==> src/sv/wfc_mul.sv <==
`timescale 1ns / 1ps
// ----------------------------------------------------------------------------
// wfc_mul
// Shared 32 x 32 unsigned multiplier with registered product.
// ----------------------------------------------------------------------------
module wfc_mul (
    input  logic        clk,
    input  logic [31:0] a,
    input  logic [31:0] b,
    output logic [63:0] p
);

    logic [63:0] p_reg;

    always_ff @(posedge clk)
    begin
        p_reg <= a * b;
    end

    assign p = p_reg;

endmodule

==> config.mk <==
export PLATFORM = sky130hd
export DESIGN_NAME = wfc_mul
export DESIGN_NICKNAME = d
export VERILOG_FILES = /design/src/sv/wfc_mul.sv
export SDC_FILE = /design/constraint.sdc
export NUM_CORES = 2
export LEC_CHECK = 0
export BUFFER_PORTS_ARGS = -buffer_cell sky130_fd_sc_hd__buf_2
export CAP_MARGIN = 20
export CORE_MARGIN = 10
export CORE_UTILIZATION = 25
export CTS_BUF_LIST = sky130_fd_sc_hd__clkbuf_2
export DETAILED_ROUTE_END_ITERATION = 7
export PLACE_DENSITY = 0.5
export SETUP_SLACK_MARGIN = 0.15
export SKIP_CTS_REPAIR_TIMING = 1
export SLEW_MARGIN = 20
export SYNTH_ARGS = -nofsm -noshare
export SYNTH_HDL_FRONTEND = slang
export SYNTH_SLANG_ARGS = --single-unit
export TNS_END_PERCENT = 100
==> constraint.sdc <==
create_clock -name clk -period 8.7 [get_ports clk]
set_clock_uncertainty 0.15 [all_clocks]
set_input_delay 1.74 -clock clk [delete_from_list [all_inputs] [get_ports clk]]
set_output_delay 1.74 -clock clk [all_outputs]
set_load 0.02 [all_outputs]
==> impl_metrics.json <==
{
  "setup_viol": 0,
  "synth_top_family_by_area": "adder cells",
  "synth_compound_area_share_pct": 4.15,
  "tns_ns": 0,
  "drc_errors": 0,
  "fin_util_pct": 28.9,
  "via_count": 25200,
  "htreeDepth": 3,
  "ys_ff_latch": 64,
  "tritoncts": "built",
  "grt_max_degree": 33,
  "end_kind": "register",
  "cp_slowest_cell": "fa_1",
  "firstDrtPassIters": 5,
  "synth_top_area_cell": "fa_1",
  "nFillCells": 14700,
  "tightestPinTransition_ns": 0.566,
  "avgSynthCellArea_um2": 9.25,
  "ys_types": 57,
  "fp.coreArea_mm2": 0.138,
  "synth_cells": 3748,
  "cts_buffers": 9,
  "largest_reg_flops": 64,
  "rows": 136,
  "holdCritPathClass": "in -> reg",
  "synth.area.top_cells": "fa_1 52%, and2_1 11%, ha_1 9.5%, inv_1 9.4%, nand2_1 5.2%",
  "placed_cell_area_mm2": 0.0396,
  "async_flop_share_pct": 0,
  "post_drt_wl_per_cell_um": 17.4,
  "maxSlewHeadroom_pct": 62.0,
  "ios": 129,
  "layout.nets": 5233,
  "syn_to_final_growth_pct": 14.8,
  "worstPathArrival_ns": 8.93,
  "port_buffers": 128,
  "synthXorXnorAreaFrac_pct": 1.52,
  "synth.most_common_cell": "fa_1",
  "synth_fa_ha_area_share_pct": 61.2,
  "cpMostUsedCell": "fa_1",
  "rsz0062_at_grt": "true",
  "ys_top_cells_by_count": "896 x fa_1, 865 x inv_1, 602 x and2_1",
  "fp.dieH_um": 392,
  "cp.required_ns": 9.20,
  "seq_area_mm2": 0.00128,
  "dpl.hpwl_um": 91100,
  "grt-ovfl-total": 0,
  "dp.cells": 5792,
  "cts_buffer_depth": 2,
  "ys_warn_count": 0,
  "grt_pass1_vias": 27900,
  "wirelength_um": 101000,
  "hold_violations": 0,
  "start_util_pct": 25.2,
  "place_congestion": 0.839,
  "finalCritPeriodShare_pct": 96.9,
  "synth-seq-area-share_pct": 3.69,
  "cts_root_buf": "clkbuf_2",
  "antenna_found_initial": 22,
  "final_cell_area_mm2": 0.0398,
  "status": "finished clean",
  "drt_iter0_markers": 1154,
  "grt_usage_pct": 13.5,
  "multiInputGateArea_mm2": 0.0293,
  "synth_edf_count": 0,
  "netlist.area_leader.share_pct": 51.7,
  "critPathLaunchType": "input port",
  "period_needed_ns": 8.43,
  "fmax_mhz": 119,
  "drv_cap": 0,
  "crit_type": "in -> reg",
  "grt_first_pass_wirelength_um": 162000,
  "slowest_delay_ns": 0.58,
  "final_cells": 5816,
  "die_w_um": 392,
  "die_area_mm2": 0.154,
  "dominantRegCellSynth": "dfxtp_1",
  "synth.net_count": 4972,
  "syn_area_mm2": 0.0347,
  "synth-simple-area-share_pct": 17.6,
  "cts.sinks": 64,
  "cp_max_fo": 11,
  "clk_pin_slew_worst_paths_ns": 0.27,
  "slew_violations": 0,
  "drt-vias-per-instance": 4.33,
  "layout-drive-gt1-share_pct": 12.6,
  "drtAntennaViolNets": 0,
  "synth.mux.area_fraction_pct": 0.0289
}
[per-layer routing]
metal,vias to the layer above,global-route usage (%),part of all wire (%)
met5,-,0,0.034
met3,102,1.45,3.4
li1,11400,-,-
met4,6,2.01,1.5
met2,481,25.3,54
met1,13200,16.9,41
[kinds of logic (layout without fill, tap and decap cells)]
family          count (synthesis)  in the layout
buf+inv                      1085           1351
mux                             1              1
compound gates                202            202
other cells                     0              8
fa+ha+maj                    1159           1159
simple gates                 1177           1177
flops                          64             64
xor+xnor                       60             60
[final cells by class]
cell class | instances | area share [%]
inverters | 865 | 8.15
clock inverters | 7 | 0.157
repair buffers | 470 | 8.99
well taps | 1794 | 5.64
clock buffers | 9 | 0.113
flip-flops and latches | 64 | 3.22
multi-input cells | 2599 | 73.7
diodes | 8 | 0.0503
[critical path, delay by kind of cell]
kind                     cells  cell delay (ns)
AO/OA/AOI/OAI                4             0.65
adder cells (fa/ha/maj)      9             4.34
XOR/XNOR                     1             0.15
buffers and inverters        7             0.94
AND/OR/NAND/NOR              4             1.07
[metrics by stage]
step	setup slack [ns]	hold WS (ns)
2_1_floorplan	0.125	1.72
3_3_place_gp	-0.617	2.01
3_5_place_dp	-0.589	2.01
4_1_cts	0.209	1.39
5_1_grt	0.0993	1.41
6_report	0.274	1.46
[placed cells by master, fill, tap and decap left out, drive strengths merged, types with 23 or more instances in the layout]
master,Yosys,final
a21o,40,40
a21oi,66,66
and2,602,602
buf,7,462
dfxtp,64,64
fa,896,896
ha,263,263
inv,865,865
nand2,480,480
nand4,23,23
o21ai,26,26
xnor2,35,35
xor2,25,25
[worst paths after layout]
path              start  endpoint  slack [ns]  depth (start not counted)
setup / recovery  a[10]     p[62]        0.27                         25
hold / removal     a[1]      p[1]        1.46                          4
Power is not shown: default switching activity piles up to over one toggle a cycle in this logic, so the estimate is an artifact.
