[src/sv/wfc_ram.sv]
`timescale 1ns / 1ps
// ----------------------------------------------------------------------------
// wfc_ram
// Generic single write port, single read port RAM with registered read.
// ----------------------------------------------------------------------------
module wfc_ram #(
    parameter int WIDTH = 64,
    parameter int DEPTH = 16
) (
    input  logic                     clk,
    input  logic                     we,
    input  logic [$clog2(DEPTH)-1:0] waddr,
    input  logic [WIDTH-1:0]         wdata,
    input  logic [$clog2(DEPTH)-1:0] raddr,
    output logic [WIDTH-1:0]         rdata
);

    logic [WIDTH-1:0] mem [DEPTH];
    logic [WIDTH-1:0] rdata_reg;

    always_ff @(posedge clk)
    begin
        if (we)
        begin
            mem[waddr] <= wdata;
        end
        rdata_reg <= mem[raddr];
    end

    assign rdata = rdata_reg;

endmodule

[config.mk]
export PLATFORM = sky130hd
export DESIGN_NAME = wfc_ram
export DESIGN_NICKNAME = d
export VERILOG_FILES = /design/src/sv/wfc_ram.sv
export SDC_FILE = /design/constraint.sdc
export NUM_CORES = 1
export LEC_CHECK = 0
export BUFFER_PORTS_ARGS = -buffer_cell sky130_fd_sc_hd__buf_2
export CORE_ASPECT_RATIO = 1.2
export CORE_MARGIN = 8
export CORE_UTILIZATION = 55
export CTS_BUF_LIST = sky130_fd_sc_hd__clkbuf_8
export DETAILED_ROUTE_END_ITERATION = 7
export GPL_TIMING_DRIVEN = 0
export PLACE_DENSITY = 0.83
export REMOVE_ABC_BUFFERS = 1
export SLEW_MARGIN = 10
export SYNTH_ARGS = -nofsm -noshare
export SYNTH_HDL_FRONTEND = slang
export SYNTH_SLANG_ARGS = --single-unit
[constraint.sdc]
create_clock -name clk -period 10.9 [get_ports clk]
set_input_delay 2.18 -clock clk [delete_from_list [all_inputs] [get_ports clk]]
set_output_delay 2.18 -clock clk [all_outputs]
set_load 0.01 [all_outputs]
==> flow_summary.ini <==
[status]
status = complete, no violations

[worst_hold_path]
hold_start = mem[12][48]
hold_path_end = rdata[48]
whs_path_depth = 3
hp-class = reg -> reg

[clock_tree]
cts_tree = done
cts-root-buf = clkbuf_8
cts_setup_buffers = 0
holdBufCountCts = 0
htreeDepth = 4
clk_latency_ns = 0.80
cts_resized = 0
cts_sinks = 1088
cts_buffers = 161
clk_pin_slew_ns = 0.07
cts_buffer_depth = 3

[global_route]
grt_use_total_pct = 22.1
grt_max_degree = 100
antenna_found_initial = 17
first_global_vias = 20200
grt_pass1_wl_um = 129000
overflow = 0

[critical_path]
worstPathCellList = buf_2 > or3b_2 > nor3_2 > buf_6 > buf_6 > buf_4 > buf_4
worst_setup_path_end_kind = register
worst_ep_arrival_time_ns = 4.54
path_delay_family = simple AND/OR/NAND/NOR gates
critPathKind = in -> reg
cp-start-kind = input pin
reg2reg_to = rdata[44]
crit_fanout = 8
r2r-start = mem[10][44]
critical_path_buf_inv_count = 5
slowest_delay_ns = 0.71
slowest_stage = nor3_2
crit_start = waddr[2]
reg2regPathDepth = 3
cp.required_ns = 11.39
r2r_slack_ns = 9.44

[sta]
slew_headroom_pct = 37.5
timing.final.ws_setup_ns = 6.85
grt_setup_unrepaired = false
drv_slew = 0
finalCritPeriodShare_pct = 37.2
fin_skew_ns = 0.0280
finalSetupTns_ns = 0
worst_pin_slew_ns = 0.935
fmaxAchievable_mhz = 247
setup_viol = 0
hold_viol_final = 0
post-route-min-period_ns = 4.05

[floorplan]
dieArea_sq_mm = 0.0808
die_y_um = 310
core_region_area_sq_mm = 0.0711
boundaryPins = 138
fp.dieW_um = 261
start_util_pct = 55.7
fp-row-count = 107

[place]
dp_slack_ns = 6.07
dpl.cell_count = 2718
gp_congestion = 0.675
hpwl_um = 53500
place.port_buffers = 137

[drt]
wl_per_cell_um = 29.2
vias_per_cell = 6.32
route.vias.total = 19100
routed_wl_um = 88000
post-route-drc-count = 0
antenna_left = 0
drt-initial-drc-count = 2454
first_pass_iters = 5

[yosys]
yosys_warnings = 0
yosysSeqAreaShare_pct = 80.9
syn_avg_cell_area_sq_um = 24.0
synth.distinct_cells = 18
ys_ff_latch = 1088
netlist_instances = 1647
syn-cell-area_sq_mm = 0.0396

[final_layout]
fin_nets = 2029
multi_input_comb_area_sq_mm = 0.00723
finalNonFillerCells = 3017
area_delta_synth_final_pct = 16.0
layout-drive-gt1-share_pct = 34.3
largest_reg_flops = 1024
nFillCells = 4247
register_area_sq_mm = 0.0320
final_util_pct = 64.6

[power]
leakagePower_nw = 15.1
power.ir.vdd_worst_uv = 136
power_density_mw_per_mm2 = 180

[run]
cap_violations = 0
## power by group
part / switching [W] / leakage, nW / internal, W
logic: 0.000249 / 3.55 / 0.000183
clock network: 0.00148 / 1.77 / 0.00163
registers: 0.0000304 / 9.79 / 0.00468
total: 0.00176 / 15.1 / 0.00649
## how the worst max path moves through the flow
stage / end / slack, ns / depth (start not counted)
2_1_floorplan: mem[0][0] / 3.29 / 2
3_3_place_gp: mem[0][30] / -2.64 / 3
3_5_place_dp: mem[0][18] / 6.07 / 7
4_1_cts: mem[0][56] / 6.91 / 7
5_1_grt: mem[0][56] / 6.87 / 7
6_report: mem[0][56] / 6.85 / 7
## per-stage QoR
stage,instance area [sq um],total power (W),hold slack (ns)
2_1_floorplan,39100,0.00498,0.635
3_3_place_gp,41000,0.00523,0.648
3_5_place_dp,42800,0.00523,0.658
4_1_cts,45900,0.00832,0.664
5_1_grt,45900,0.00852,0.673
6_report,45900,0.00825,0.658
## kinds of logic (layout without fill, tap and decap cells)
logic type / count (synthesis) / in the layout / synth area share, %
AND/OR/NAND/NOR: 91 / 91 / 0.942
other: 0 / 7 / 0
multiplexers: 256 / 256 / 14.6
AO/OA/AOI/OAI: 128 / 128 / 2.43
buffers and inverters: 84 / 521 / 1.14
flip-flops: 1088 / 1088 / 80.9
## cell usage in the layout (no fill, tap or decap), types with 5 or more instances in the layout
| cell | Yosys | layout |
|---|---|---|
| nor2_4 | 0 | 13 |
| clkbuf_8 | 0 | 180 |
| a22oi_1 | 128 | 128 |
| bufinv_16 | 0 | 5 |
| buf_12 | 0 | 23 |
| clkinv_1 | 0 | 33 |
| edfxtp_1 | 1024 | 1024 |
| mux4_2 | 256 | 256 |
| inv_1 | 0 | 50 |
| buf_16 | 0 | 33 |
| nand2_1 | 65 | 65 |
| dfxtp_1 | 64 | 64 |
| buf_4 | 6 | 24 |
| diode_2 | 0 | 7 |
| clkinv_2 | 0 | 20 |
| buf_2 | 13 | 135 |
| buf_6 | 13 | 12 |
## worst min-delay path, cell delays in order (launching register included)
cell      delay (ns)
edfxtp_1        0.32
mux4_2          0.22
a22oi_1         0.06
nand2_1         0.05
## Yosys cell counts (all sizes together)
library cell | count | share of area, %
and2 | 1 | 0.016
a22oi | 128 | 2.4
mux4 | 256 | 15
edfxtp | 1024 | 78
nand3 | 1 | 0.013
or3b | 1 | 0.022
dfxtp | 64 | 3.2
nand2 | 65 | 0.62
buf | 48 | 0.80
nand3b | 2 | 0.038
nor2b | 2 | 0.032
clkbuf | 36 | 0.34
nor2 | 13 | 0.12
nor3 | 4 | 0.051
nand2b | 2 | 0.032
## layout make-up
class / count / share of cell area, %
multi-input combinational: 475 / 15.8
clock buffer: 180 / 5.40
clock inverter: 112 / 1.29
timing repair buffer: 229 / 5.21
tap: 926 / 2.52
antenna: 7 / 0.0382
sequential: 1088 / 69.8
## layer usage
metal / part of all wire [%] / track usage, %
met2: 50 / 35.6
met4: 2.4 / 7.56
met5: 0.11 / 0
met3: 10 / 5.32
met1: 37 / 29.8
Power figures use the tool's default switching activity.
