$ cat config.mk
export PLATFORM = sky130hd
export DESIGN_NAME = wfc_cordic
export DESIGN_NICKNAME = d
export VERILOG_FILES = /design/src/sv/wfc_pkg.sv /design/src/sv/wfc_cordic.sv
export SDC_FILE = /design/constraint.sdc
export NUM_CORES = 1
export LEC_CHECK = 0
export BUFFER_PORTS_ARGS = -buffer_cell sky130_fd_sc_hd__buf_2
export CAP_MARGIN = 20
export CORE_MARGIN = 2
export CORE_UTILIZATION = 45
export CTS_BUF_LIST = sky130_fd_sc_hd__clkbuf_8
export DETAILED_ROUTE_END_ITERATION = 7
export PLACE_DENSITY = 0.69
export SYNTH_ARGS = -nofsm -noshare
export SYNTH_HDL_FRONTEND = slang
export SYNTH_SLANG_ARGS = --single-unit
export TNS_END_PERCENT = 50
$ cat constraint.sdc
create_clock -name clk -period 17.3 [get_ports clk]
set_input_delay 4.325 -clock clk [delete_from_list [all_inputs] [get_ports clk]]
set_output_delay 4.325 -clock clk [all_outputs]
set_load 0.005 [all_outputs]
$ cat src/sv/wfc_pkg.sv
`timescale 1ns / 1ps
// ----------------------------------------------------------------------------
// wfc_pkg
// Shared constants, register indexes and the arctangent table of the
// waypoint follow controller.
// ----------------------------------------------------------------------------
package wfc_pkg;

    localparam int MAX_WAYPOINTS_DEF = 16;
    localparam int CORDIC_STEPS_DEF  = 16;

    // register indexes on the configuration port
    localparam logic [2:0] REG_NUM_WAYPOINTS   = 3'd0;
    localparam logic [2:0] REG_HEADING_TOL     = 3'd1;
    localparam logic [2:0] REG_POSITION_TOL    = 3'd2;
    localparam logic [2:0] REG_ROTATION_SPEED  = 3'd3;
    localparam logic [2:0] REG_FORWARD_SPEED   = 3'd4;
    localparam logic [2:0] REG_TURN_GAIN       = 3'd5;
    localparam logic [2:0] REG_CLOSED_LOOP     = 3'd6;

    localparam logic [4:0]  RST_NUM_WAYPOINTS = 5'd1;
    localparam logic [17:0] RST_HEADING_TOL   = 18'd1311;
    localparam logic [30:0] RST_POSITION_TOL  = 31'd1638;

    // opcode on the input stream
    localparam logic OP_POSE  = 1'b0;
    localparam logic OP_WRITE = 1'b1;

    localparam int ERR_W = 22;
    localparam int Z_W   = 35;
    localparam int XY_W  = 60;

    localparam logic signed [ERR_W-1:0] PI_Q16     = 22'sd205887;
    localparam logic signed [ERR_W-1:0] TWO_PI_Q16 = 22'sd411775;
    localparam logic signed [Z_W-1:0]   PI_Q30     = 35'sd3373259426;

    // atan(2^-i) in Q2.30, truncated
    function automatic logic [29:0] atan_q30(input logic [4:0] i);
        logic [29:0] v;
        case (i)
            5'd0:  v = 30'h3243F6A8;
            5'd1:  v = 30'h1DAC6705;
            5'd2:  v = 30'h0FADBAFC;
            5'd3:  v = 30'h07F56EA6;
            5'd4:  v = 30'h03FEAB76;
            5'd5:  v = 30'h01FFD55B;
            5'd6:  v = 30'h00FFFAAA;
            5'd7:  v = 30'h007FFF55;
            5'd8:  v = 30'h003FFFEA;
            5'd9:  v = 30'h001FFFFD;
            5'd10: v = 30'h000FFFFF;
            5'd11: v = 30'h0007FFFF;
            5'd12: v = 30'h0003FFFF;
            5'd13: v = 30'h0001FFFF;
            5'd14: v = 30'h0000FFFF;
            5'd15: v = 30'h00007FFF;
            5'd16: v = 30'h00003FFF;
            5'd17: v = 30'h00001FFF;
            5'd18: v = 30'h00000FFF;
            5'd19: v = 30'h000007FF;
            5'd20: v = 30'h000003FF;
            5'd21: v = 30'h000001FF;
            5'd22: v = 30'h000000FF;
            5'd23: v = 30'h0000007F;
            5'd24: v = 30'h0000003F;
            5'd25: v = 30'h0000001F;
            5'd26: v = 30'h0000000F;
            5'd27: v = 30'h00000007;
            5'd28: v = 30'h00000003;
            5'd29: v = 30'h00000001;
            default: v = 30'h0;
        endcase
        return v;
    endfunction

endpackage

$ cat src/sv/wfc_cordic.sv
`timescale 1ns / 1ps
// ----------------------------------------------------------------------------
// wfc_cordic
// Iterative vectoring CORDIC: bearing atan2(dy, dx) in signed Q6.16, one
// micro-rotation per cycle.
// ----------------------------------------------------------------------------
module wfc_cordic #(
    parameter int CORDIC_STEPS = wfc_pkg::CORDIC_STEPS_DEF
) (
    input  logic                            clk,
    input  logic                            rst_n,
    input  logic                            start,
    input  logic signed [32:0]              dx,
    input  logic signed [32:0]              dy,
    output logic                            done,
    output logic signed [wfc_pkg::ERR_W-1:0] bearing
);

    localparam int IW = $clog2(CORDIC_STEPS);

    logic signed [wfc_pkg::XY_W-1:0] x_reg;
    logic signed [wfc_pkg::XY_W-1:0] y_reg;
    logic signed [wfc_pkg::Z_W-1:0]  z_reg;
    logic [IW-1:0]                    i_reg;
    logic                             busy_reg;
    logic                             done_reg;

    logic signed [56:0]               x0;
    logic signed [56:0]               y0;
    logic signed [wfc_pkg::XY_W-1:0]  xs;
    logic signed [wfc_pkg::XY_W-1:0]  ys;
    logic signed [wfc_pkg::Z_W-1:0]   at;
    logic signed [wfc_pkg::Z_W-1:0]   zr;

    assign x0 = {dx, 24'd0};
    assign y0 = {dy, 24'd0};
    assign xs = x_reg >>> i_reg;
    assign ys = y_reg >>> i_reg;
    assign at = $signed({5'd0, wfc_pkg::atan_q30(5'(i_reg))});
    assign zr = z_reg + 35'sd8192;

    always_ff @(posedge clk or negedge rst_n)
    begin
        if (!rst_n)
        begin
            busy_reg <= 1'b0;
            done_reg <= 1'b0;
            i_reg    <= '0;
        end
        else
        begin
            done_reg <= 1'b0;
            if (start)
            begin
                i_reg <= '0;
                if (dx == 33'sd0 && dy == 33'sd0)
                begin
                    z_reg    <= '0;
                    done_reg <= 1'b1;
                end
                else if (x0 < 0)
                begin
                    // left half plane: pre-rotate by pi
                    x_reg    <= -wfc_pkg::XY_W'(x0);
                    y_reg    <= -wfc_pkg::XY_W'(y0);
                    z_reg    <= (y0 >= 0) ? wfc_pkg::PI_Q30 : -wfc_pkg::PI_Q30;
                    busy_reg <= 1'b1;
                end
                else
                begin
                    x_reg    <= wfc_pkg::XY_W'(x0);
                    y_reg    <= wfc_pkg::XY_W'(y0);
                    z_reg    <= '0;
                    busy_reg <= 1'b1;
                end
            end
            else if (busy_reg)
            begin
                if (y_reg > 0)
                begin
                    x_reg <= x_reg + ys;
                    y_reg <= y_reg - xs;
                    z_reg <= z_reg + at;
                end
                else
                begin
                    x_reg <= x_reg - ys;
                    y_reg <= y_reg + xs;
                    z_reg <= z_reg - at;
                end
                i_reg <= i_reg + 1'b1;
                if (i_reg == IW'(CORDIC_STEPS - 1))
                begin
                    busy_reg <= 1'b0;
                    done_reg <= 1'b1;
                end
            end
        end
    end

    assign done    = done_reg;
    assign bearing = wfc_pkg::ERR_W'(zr >>> 14);

endmodule

==> results of run 1 <==
==> area by class of cell <==
cell class | count | area share [%]
diodes | 2 | 0.01752
clock buffers | 17 | 0.8191
clock inverters | 15 | 0.4161
inverters | 67 | 0.8848
multi-input cells | 2880 | 75.28
flip-flops and latches | 161 | 16.87
well taps | 782 | 3.425
repair buffers | 113 | 2.282
==> cell families (layout without fill, tap and decap cells) <==
kind of cell / count (synthesis) / in the layout / synth area share, %
adder cells (fa/ha/maj): 178 / 178 / 8.175
AO/OA/AOI/OAI: 993 / 993 / 23.00
XOR/XNOR: 339 / 339 / 10.79
multiplexers: 287 / 287 / 17.15
buffers and inverters: 266 / 212 / 4.497
AND/OR/NAND/NOR: 1083 / 1083 / 18.93
flip-flops: 161 / 161 / 17.46
other: 0 / 2 / 0
==> layer usage <==
| layer | routed length, um | part of all wire [%] | GRT usage, % |
|---|---|---|---|
| met3 | 7534 | 8.3 | 5.446 |
| met2 | 40850 | 45 | 44.11 |
| met5 | 10 | 0.011 | 0 |
| met1 | 37720 | 42 | 37.51 |
| met4 | 4576 | 5.0 | 13.88 |
==> Yosys cell counts, types with 33 or more instances <==
cell type	count	area [sq um]
xor2_1	126	1104
edfxtp_1	155	4654
mux4_2	124	2793
a21o_1	122	915.9
and3_1	39	244.0
a21oi_1	289	1446
nor3_1	43	215.2
a211oi_1	33	247.7
a31oi_1	42	262.8
xnor2_1	213	1866
o31ai_1	39	292.8
o21ai_0	222	1111
nand4_1	36	225.2
nor2b_1	33	206.5
inv_1	65	244.0
nand2_1	353	1325
nand3_1	90	450.4
mux2_2	67	754.5
mux2i_1	80	800.8
ha_1	175	2190
nor2_1	285	1070
clkbuf_1	111	416.7
nand2b_1	37	231.5
==> path summary, 6_finish.rpt <==
path / from / endpoint / depth (start not counted)
setup / recovery: dy[4] / y_reg[25] / 11
hold / removal: busy_reg / done / 1
setup reg to reg: i_reg[3] / x_reg[50] / 21
hold reg to reg: busy_reg / done / 1
max in group asynchronous: rst_n / i_reg[0] / 1
min in group asynchronous: rst_n / i_reg[1] / 1
==> through the flow <==
stage                     instances  instance area (sq um)
after floorplan                3307                  27520
after global placement         4003                  28210
after detailed placement       4003                  28210
after CTS                      4035                  28560
after global routing           4037                  28570
final                          4037                  28570
==> flow_summary.yaml, run 1 <==
cells_and_area:
  syn2layout_area_growth_pct: 3.810
  fillers: 6016
  final_common_cell: "nand2_1"
  utilization_pct: 47.33
  regArea_sq_mm: 0.004820
  nets: 3487
  final_cell_mix: "nand2_1 (353), a21oi_1 (289), nor2_1 (285)"
  multiInputGateArea_sq_mm: 0.02151
  drive_gt1_share_pct: 12.23
placed_design:
  place.gp.congestion: 1.028
  dp_slack_ns: 8.677
  post-dp-hpwl_um: 68400
  portBuffers: 91
global_routing:
  grt_start_max_net_pins: 130
  first_global_vias: 24227
  grt_pass1_wl_um: 139900
  grt_overflow: 0
  grtUsageTotal_pct: 28.27
  antenna_found_initial: 5
drt:
  drt_iter0_drc: 2935
  ant_nets: 0
  vias: 26262
  wire_per_inst_um: 22.47
  vias_per_cell: 6.505
  drt-pass1-iter-count: 6
  drc: 0
  drt-total-wl_um: 90700
sta:
  setup_viol: 0
  period_needed_ns: 8.134
  worstMarginPinSlew_ns: 1.235
  rsz0062_at_grt: "false"
  hold_viol_final: 0
  fmax_mhz: 122.9
  worst_slack_ns: 9.166
  fin_crit_sh_pct: 47.02
  whs_ns: 0.7227
  drv_slew: 0
  slew_headroom_pct: 16.93
  final.setup.tns_ns: 0
  skew_ns: 0.02474
clock_tree:
  cts_tree: "done"
  post-cts-setup-buffer-count: 0
  cts_sinks: 161
  cts_max_level: 4
  clk_latency_ns: 0.61
  cts_resized: 0
  cts_hold_buf: 0
  path_clk_slew_ns: 0.11
  cts_buffer_depth: 2
  cts_buffers: 17
  cts_root_buf: "clkbuf_8"
floorplanning:
  die_h_um: 251.3
  initial_core_util_pct: 45.59
  ios: 92
  core_sq_mm: 0.06036
  fp-row-count: 90
  floorplan.die_area_sq_mm: 0.06314
  die_x_um: 251.3
critical_path:
  path_class: "input pin to flop"
  worstSetupEndpointType: "flop"
  crit_family: "simple AND/OR/NAND/NOR gates"
  cp_num_buf_inv: 3
  reg2reg_slack_ns: 9.25
  slowest_delay_ns: 0.72
  path_cells: "buf_2, nor4_1, nand4_1, or4_1, or3_1, or3_1, inv_1, ha_1, and4b_1, a21boi_4, buf_4"
  worstPathRequired_ns: 17.48
  crit_fanout: 72
  worst_path_most_repeated_cell: "or3_1"
  worst_path_max_delay_cell: "nor4_1"
  arrival_ns: 8.31
  cp-start-kind: "input pin"
synthesis:
  ys.flop_type: "edfxtp_1"
  ys_warn_count: 0
  synth_nets: 3554
  syn_inst: 3307
  syn_area_sq_mm: 0.02752
  async_flop_share_pct: 3.727
  synth_edf_count: 155
  yosys.cell_types.count: 102
  ys_seq_area_share_pct: 17.46
  ys_seq_elements: 161
  syn-mean-instance-area_sq_um: 8.321
outcome:
  outcome: "finished clean"
flow_run:
  max_cap_viol_count: 0
worst_hold_path:
  worstHoldPathType: "flop to flop"
Power of run 1 is left out: the tool's default activity adds up to more than one toggle a clock period on the data nets, which glitch-free logic cannot reach.
==> run 2: changes to the inputs <==
--- a/config.mk
+++ b/config.mk
@@ -5,13 +5,14 @@
 export SDC_FILE = /design/constraint.sdc
 export NUM_CORES = 1
 export LEC_CHECK = 0
+export ABC_AREA = 1
 export BUFFER_PORTS_ARGS = -buffer_cell sky130_fd_sc_hd__buf_2
 export CAP_MARGIN = 20
 export CORE_MARGIN = 2
 export CORE_UTILIZATION = 45
 export CTS_BUF_LIST = sky130_fd_sc_hd__clkbuf_8
 export DETAILED_ROUTE_END_ITERATION = 7
-export PLACE_DENSITY = 0.69
+export PLACE_DENSITY = 0.71
 export SYNTH_ARGS = -nofsm -noshare
 export SYNTH_HDL_FRONTEND = slang
 export SYNTH_SLANG_ARGS = --single-unit
==> constraint.sdc (replaced) <==
create_clock -name clk -period 6.77 [get_ports clk]
set_input_delay 1.6925 -clock clk [delete_from_list [all_inputs] [get_ports clk]]
set_output_delay 1.6925 -clock clk [all_outputs]
set_load 0.005 [all_outputs]
==> run 2 against run 1 <==
Clock skew up 0.013 ns. Global-route usage is 8.3 points higher. First-iteration DRC count is 57% higher. Synthesized cell count is 48% higher. Non-clock buffer count increased by 21. Worst hold slack worse by 0.10 ns. Critical path depth is 16 higher. Register-to-register slack got worse by 9.0 ns. Clock-buffer cell count is the same. Flip-flop and latch count did not move. Via count up 30%. Sequential share of layout area down 0.80 points.
==> flow_summary.yaml, run 2 <==
placed_design:
  post-dp-hpwl_um: 100400
  place.gp.congestion: 1.053
  dp_cells: 5710
  portBuffers: 91
pwr:
  peakVddDrop_mv: 0.2276
  power_density_mw_per_mm2: 558.3
  p_leak_nw: 13.82
cells_and_area:
  final_cell_mix: "nand2_1 (1384), nand3_1 (727), nor2_1 (534)"
  fin_cells: 5743
  syn2layout_area_growth_pct: 5.178
  drive_gt1_share_pct: 6.046
  regArea_sq_mm: 0.004820
  fillers: 7024
  nets: 5130
  multiInputGateArea_sq_mm: 0.02119
  final_common_cell: "nand2_1"
sta:
  skew_ns: 0.03752
  rsz0062_at_grt: "false"
  fmax_mhz: 154.0
  hold_viol_final: 0
  fin_crit_sh_pct: 95.93
  period_needed_ns: 6.495
  drv_slew: 0
  final.setup.tns_ns: 0
  setup_viol: 0
  worstMarginPinSlew_ns: 1.042
  slew_headroom_pct: 30.51
clock_tree:
  path_clk_slew_ns: 0.11
  cts_tree: "done"
  cts_max_level: 4
  cts_buffer_depth: 2
  cts_resized: 0
  cts_root_buf: "clkbuf_8"
  cts_sinks: 161
  post-cts-setup-buffer-count: 0
  clk_latency_ns: 0.62
  cts_buffers: 17
  cts_hold_buf: 0
synthesis:
  yosys-top-cells-count: "nand2_1 (1384), nand3_1 (727), nor2_1 (535)"
  synth_top_cell_area_share_pct: 18.22
  ys_seq_area_share_pct: 16.85
  synth_top_area_cell: "nand2_1"
  syn_area_sq_mm: 0.02851
  synth.most_common_cell: "nand2_1"
  async_flop_share_pct: 3.727
  ys_seq_elements: 161
  syn-mean-instance-area_sq_um: 5.820
  yosys.cell_types.count: 60
  synth_edf_count: 155
  synth_area_leaders: "nand2_1 (18%), edfxtp_1 (16%), nand3_1 (13%)"
  ys.flop_type: "edfxtp_1"
  synth_nets: 5146
  ys_warn_count: 0
  syn_inst: 4899
global_routing:
  grt_pass1_wl_um: 184700
  grt_start_max_net_pins: 126
  first_global_vias: 30344
  grt_overflow: 0
  antenna_found_initial: 2
  grtUsageTotal_pct: 36.58
critical_path:
  arrival_ns: 6.86
  reg2reg_slack_ns: 0.28
  cp-start-kind: "flop"
  worstPathRequired_ns: 7.14
  reg2regPathDepth: 27
  r2r_end: "x_reg[43]"
  crit_end: "x_reg[43]"
  crit_fanout: 92
  crit_path_start: "i_reg[0]"
  path_class: "flop to flop"
  worstSetupEndpointType: "flop"
  r2r_start: "i_reg[0]"
floorplanning:
  core_sq_mm: 0.06285
  initial_core_util_pct: 45.36
  ios: 92
  die_h_um: 255.7
  die_x_um: 255.7
  floorplan.die_area_sq_mm: 0.06539
  fp-row-count: 92
drt:
  vias: 34098
  drc: 0
  vias_per_cell: 5.937
  ant_nets: 0
  drt-pass1-iter-count: 7
  drt-total-wl_um: 122700
  drt_iter0_drc: 4595
  wire_per_inst_um: 21.37
flow_run:
  max_cap_viol_count: 0
worst_hold_path:
  worstHoldPathType: "flop to flop"
outcome:
  outcome: "finished clean"
==> run 2: worst max-delay path, stage by stage, from the launching register on <==
cell and delay [ns]:
dfrtp_4 0.52, inv_4 0.67, nand2_1 0.08, o21ai_0 0.19, nand2_1 0.12, nand3_1 0.10, nand2_1 0.11, a21oi_2 0.33
nand2_1 0.15, nor2_1 0.19, nand2_1 0.18, nor3_2 0.47, xor2_1 0.12, nand2_1 0.08, o21ai_1 0.09, ha_1 0.39
nand2_1 0.10, nor2_1 0.11, inv_1 0.08, nor2_1 0.51, nand3_1 0.13, o21ai_0 0.59, a21boi_0 0.21, buf_4 0.20
o21ai_0 0.22, nand2_1 0.09, inv_1 0.06, o21ai_0 0.07
==> run 2: worst min path at each step <==
| stage | startpoint | end | cells past startpoint |
|---|---|---|---|
| 2_1_floorplan | busy_reg | i_reg[2] | 2 |
| 6_report | busy_reg | i_reg[1] | 2 |
| 3_5_place_dp | busy_reg | i_reg[1] | 2 |
| 5_1_grt | busy_reg | i_reg[0] | 2 |
| 4_1_cts | busy_reg | i_reg[1] | 2 |
| 3_3_place_gp | busy_reg | i_reg[2] | 2 |
==> run 2: cells by family (layout without fill, tap and decap cells) <==
family | Yosys count | count (layout) | share of synthesized area [%]
AND/OR/NAND/NOR | 2904 | 2904 | 44.06
AO/OA/AOI/OAI | 867 | 867 | 16.84
multiplexers | 11 | 11 | 0.3862
other | 0 | 1 | 0
flip-flops | 161 | 161 | 16.85
XOR/XNOR | 163 | 163 | 5.034
buffers and inverters | 615 | 612 | 8.939
adder cells (fa/ha/maj) | 178 | 178 | 7.890
==> run 2: power breakdown <==
| group | leakage (nW) | internal [W] | switching [W] |
|---|---|---|---|
| Combinational | 12.0 | 0.00417 | 0.00922 |
| Sequential | 1.62 | 0.00175 | 0.000805 |
| Clock | 0.197 | 0.000277 | 0.000525 |
| Total | 13.8 | 0.00620 | 0.0105 |
==> run 2: area by class of cell <==
cell class	instances	area share, %
multi-input combinational	4123	70.66
sequential	161	16.07
inverter	446	5.616
tap	846	3.530
timing repair buffer	134	2.812
clock buffer	17	0.7802
clock inverter	15	0.5257
antenna	1	0.008345
==> run 2: layer usage <==
metal / share of wire [%] / global-route usage (%) / wire length, um / vias to the layer above
met5: 0 / 0 / 0 / -
met4: 4.0 / 13.99 / 4908 / 0
met3: 10 / 7.130 / 12750 / 184
met2: 41 / 52.25 / 49720 / 1716
met1: 45 / 53.68 / 55370 / 15690
li1: - / - / - / 16508
==> run 2: through the flow <==
step / power, W / utilization, % / instance area [sq um] / hold slack, ns / setup WS (ns)
after floorplan: 0.01124 / - / 28520 / 0.5412 / 1.150
after global placement: 0.01540 / 47.09 / 29590 / 0.5908 / 0.7009
after detailed placement: 0.01540 / 47.09 / 29590 / 0.5882 / 0.7477
after CTS: 0.01627 / 47.71 / 29990 / 0.6216 / 0.7170
after global routing: 0.01809 / 47.71 / 29990 / 0.6702 / 0.1446
final: 0.01674 / 47.71 / 29990 / 0.6222 / 0.2753
Note: power is estimated with default switching activity, not from simulation.
